<file path="config.mk">
export PLATFORM = sky130hd
export DESIGN_NAME = gpibq_ram
export DESIGN_NICKNAME = d
export VERILOG_FILES = /design/src/rtl/core/gpibq_ram.sv
export SDC_FILE = /design/constraint.sdc
export NUM_CORES = 2
export LEC_CHECK = 0
export BUFFER_PORTS_ARGS = -buffer_cell sky130_fd_sc_hd__buf_2
export CORE_MARGIN = 2
export CORE_UTILIZATION = 47
export DETAILED_ROUTE_END_ITERATION = 16
export SLEW_MARGIN = 0
export SYNTH_ARGS = -nofsm -noshare
export SYNTH_HDL_FRONTEND = slang
export SYNTH_MEMORY_MAX_BITS = 65536
export SYNTH_SLANG_ARGS = --single-unit
</file>
<file path="constraint.sdc">
create_clock -name clk_i -period 4.3 [get_ports clk_i]
set_input_delay 0.43 -clock clk_i [delete_from_list [all_inputs] [get_ports clk_i]]
set_output_delay 0.43 -clock clk_i [all_outputs]
set_load 0.005 [all_outputs]
</file>
<file path="src/rtl/core/gpibq_ram.sv">
// gpibq_ram: simple dual port queue storage, one write and one read port,
// read data registered. Depends on nothing.
module gpibq_ram #(
  parameter int unsigned DEPTH = 512,
  parameter int unsigned WIDTH = 9
) (
  input  logic                     clk_i,
  input  logic                     we_i,
  input  logic [$clog2(DEPTH)-1:0] waddr_i,
  input  logic [WIDTH-1:0]         wdata_i,
  input  logic                     re_i,
  input  logic [$clog2(DEPTH)-1:0] raddr_i,
  output logic [WIDTH-1:0]         rdata_o
);

  logic [WIDTH-1:0] mem [DEPTH];
  logic [WIDTH-1:0] rdata_q;

  // write port
  always_ff @(posedge clk_i) begin
    if (we_i) begin
      mem[waddr_i] <= wdata_i;
    end
  end

  // read port, data held while not enabled
  always_ff @(posedge clk_i) begin
    if (re_i) begin
      rdata_q <= mem[raddr_i];
    end
  end

  assign rdata_o = rdata_q;

endmodule
</file>
==> out/metrics.cfg <==
[outcome]
outcome=finished clean

[global_route]
use_met1_pct=34.5
use_met3_pct=4.28
antenna_found_initial=38
grt.busiest_layer=met2
grt_pass1_wl_mm=679
use_met2_pct=38.4
grt_use_total_pct=24.3
grt-ovfl-total=0
grt_max_degree=150
grt_pass1_vias=92300

[setup_path]
cp_cell_sequence=buf_12 -> buf_12 -> buf_12 -> buf_12 -> buf_4 -> mux2i_1 -> o221ai_1 -> o22ai_1 -> a22oi_1 -> nand4_1 -> nand4_1 -> buf_4 -> and4bb_1
critPathSlowestCell=nand4_1
reg2reg_to=rdata_o[6]
crit_fanout=30
rr_worst_depth=7
crit_path_end_kind=register
worstSetupStartpointType=primary input
crit_required_ns=5.05
r2r_start=mem[296][6]
rrSetupSlack_ns=1.10
critPathLaunch=raddr_i[0]
critPathKind=primary input to register
arrival_ns=4.28
max_stage_delay_ns=0.55
cp_common_cell=buf_12

[yosys]
ys_seq_area_share_pct=77.2
synth_top_area_share_pct=77.2
synth_area_per_cell_sq_um=20.2
synthAdderAreaFrac_pct=0
synth_top_area_cell=edfxtp_1
ys.flop_type=edfxtp_1
synth_commonest_cells=4617 x edfxtp_1, 879 x mux2i_1, 747 x mux4_2
syn-num-nets=8918
synth-compound-area-share_pct=4.30
synth-simple-area-share_pct=2.33
synthArstFlopShare_pct=0
post-synth-top-count-cell=edfxtp_1
synth.ff_latch_count=4617
synth_top_family_by_area=multiplexers
yosys-top-cells-area=edfxtp_1 77%, mux4_2 9.4%, mux2i_1 4.9%
netlist_area_sq_um=180000
syn_inst=8888
synth_xor_area_share_pct=0
synth_edf_count=4617
synth_cell_types=50
synth.yosys.warnings=0
synthMuxAreaShare_pct=14.4

[drt]
drc=0
drt_wl_total_mm=477
ant_nets=0
first_pass_iters=8
viasPerCell=6.18
dr_total_vias=92600
dr.first_iter.drc_count=11000
wl_per_cell_um=31.9

[layout]
layout.nets=9567
layout-drive-gt1-share_pct=21.9
final_util_pct=53.7
final.fill_count=29300
syn_to_final_growth_pct=14.0
ff_latch_area_sq_um=139000
multi_input_area_sq_um=37900
instances_no_fill=15000

[floorplanning]
pin_count=39
start_util_pct=47.1
die_w_um=622
die_h_um=622
die-area_sq_um=387000
core_sq_um=381000
rows=227

[clock_network]
cts_resized=0
root_buffer=clkbuf_16
post_cts_buffers=0
cts_max_path_buffers=4
ctsHtreeMaxLevel=5
hold_buffers=10
clkLatencyLatePin_ns=0.99
cts.sinks=4617
numCtsBuffers=460
clk_transition_reported_paths_ns=0.06
cts_tree=yes

[hold_path]
hold_path.class=primary input to register
min_to=mem[489][7]
min_from=waddr_i[4]
whs_path_depth=5

[job]
drv_cap=0

[placement]
place.port_buffers=38
hpwl_mm=297
dp_slack_ns=-0.0936
place_congestion=0.893
place_inst=14100

[timing]
relSlewSlack_pct=16.1
grt_setup_unrepaired=false
hold_slack_ns=0.249
fin_crit_sh_pct=82.2
fin_ws_ns=0.767
period_needed_ns=3.53
max_freq_ghz=0.283
finalSetupViolCount=0
hold_viol=0
finClkSkew_ns=0.0540
tightest_slew_ns=1.26
final_max_slew_viol_count=0

[power_and_ir_drop]
cellLeakagePower_nw=65.7
ir_drop_uv=404
powerDensity_nw_per_um2=460

## placed cells by master (no fill, tap or decap), types with 73 or more instances in the layout
cell type     n
edfxtp_1   4617
o21ai_0     128
nand2_1     112
clkinv_1    112
buf_12      112
clkinv_2     73
mux4_2      747
nor2_1      598
a21oi_1     217
buf_4       590
mux2i_1     879
clkbuf_16   462
o221ai_1    425
clkbuf_1    106
o22ai_1     192
## critical path: cells and delay by family
kind | cells | cell delay (ns)
buffers and inverters | 6 | 1.57
AOI/OAI and AO/OA | 3 | 0.82
muxes | 1 | 0.19
and+or+nand+nor | 3 | 1.08
## layer usage
metal	share of wire (%)	up-vias
met2	48	4143
met1	41	49100
li1	-	38500
met3	8.3	768
met5	0.018	-
met4	3.2	14
## worst max path at each step
stage	endpoint	cells past startpoint	slack [ns]
after detailed placement	rdata_o[6]	8	-0.09
after global routing	rdata_o[2]	13	0.76
after CTS	rdata_o[6]	8	0.94
final	rdata_o[8]	13	0.77
after floorplan	rdata_o[0]	9	1.69
after global placement	rdata_o[6]	8	-0.09
## flip-flops by register name (all words and copies together) (netlist names)
name	count
mem	4608
rdata_o	9
## cells by family after synthesis
kind of cell    Yosys count
flops                  4617
mux                    1643
compound gates         1102
buf+inv                 566
simple gates            960
## stage by stage
| stage | TNS, ns | cell area, sq um | power (mW) |
|---|---|---|---|
| global placement | -0.380 | 190000 | 55.2 |
| global route | 0 | 205000 | 96.6 |
| finish | 0 | 205000 | 94.2 |
| floorplan | 0 | 180000 | 52.9 |
| CTS | 0 | 205000 | 94.7 |
| detailed placement | -0.275 | 190000 | 55.3 |
## area by class of cell
cell class,count,share of cell area (%)
Antenna cell,19,0.0232
Clock buffer,568,5.84
Clock inverter,285,1.45
Inverter,4,0.0116
Multi-Input combinational cell,3705,18.5
Sequential cell,4617,67.6
Tap cell,5038,3.08
Timing Repair Buffer,749,3.45
## report_power, final
group / switching (mW) / total, mW / leakage, nW / internal (mW)
logic: 3.14 / 4.69 / 17.0 / 1.55
clock network: 16.9 / 39.9 / 7.24 / 22.9
registers: 0.0421 / 49.6 / 41.5 / 49.6
total: 20.1 / 94.2 / 65.7 / 74.1
(Power assumes the default switching activity.)
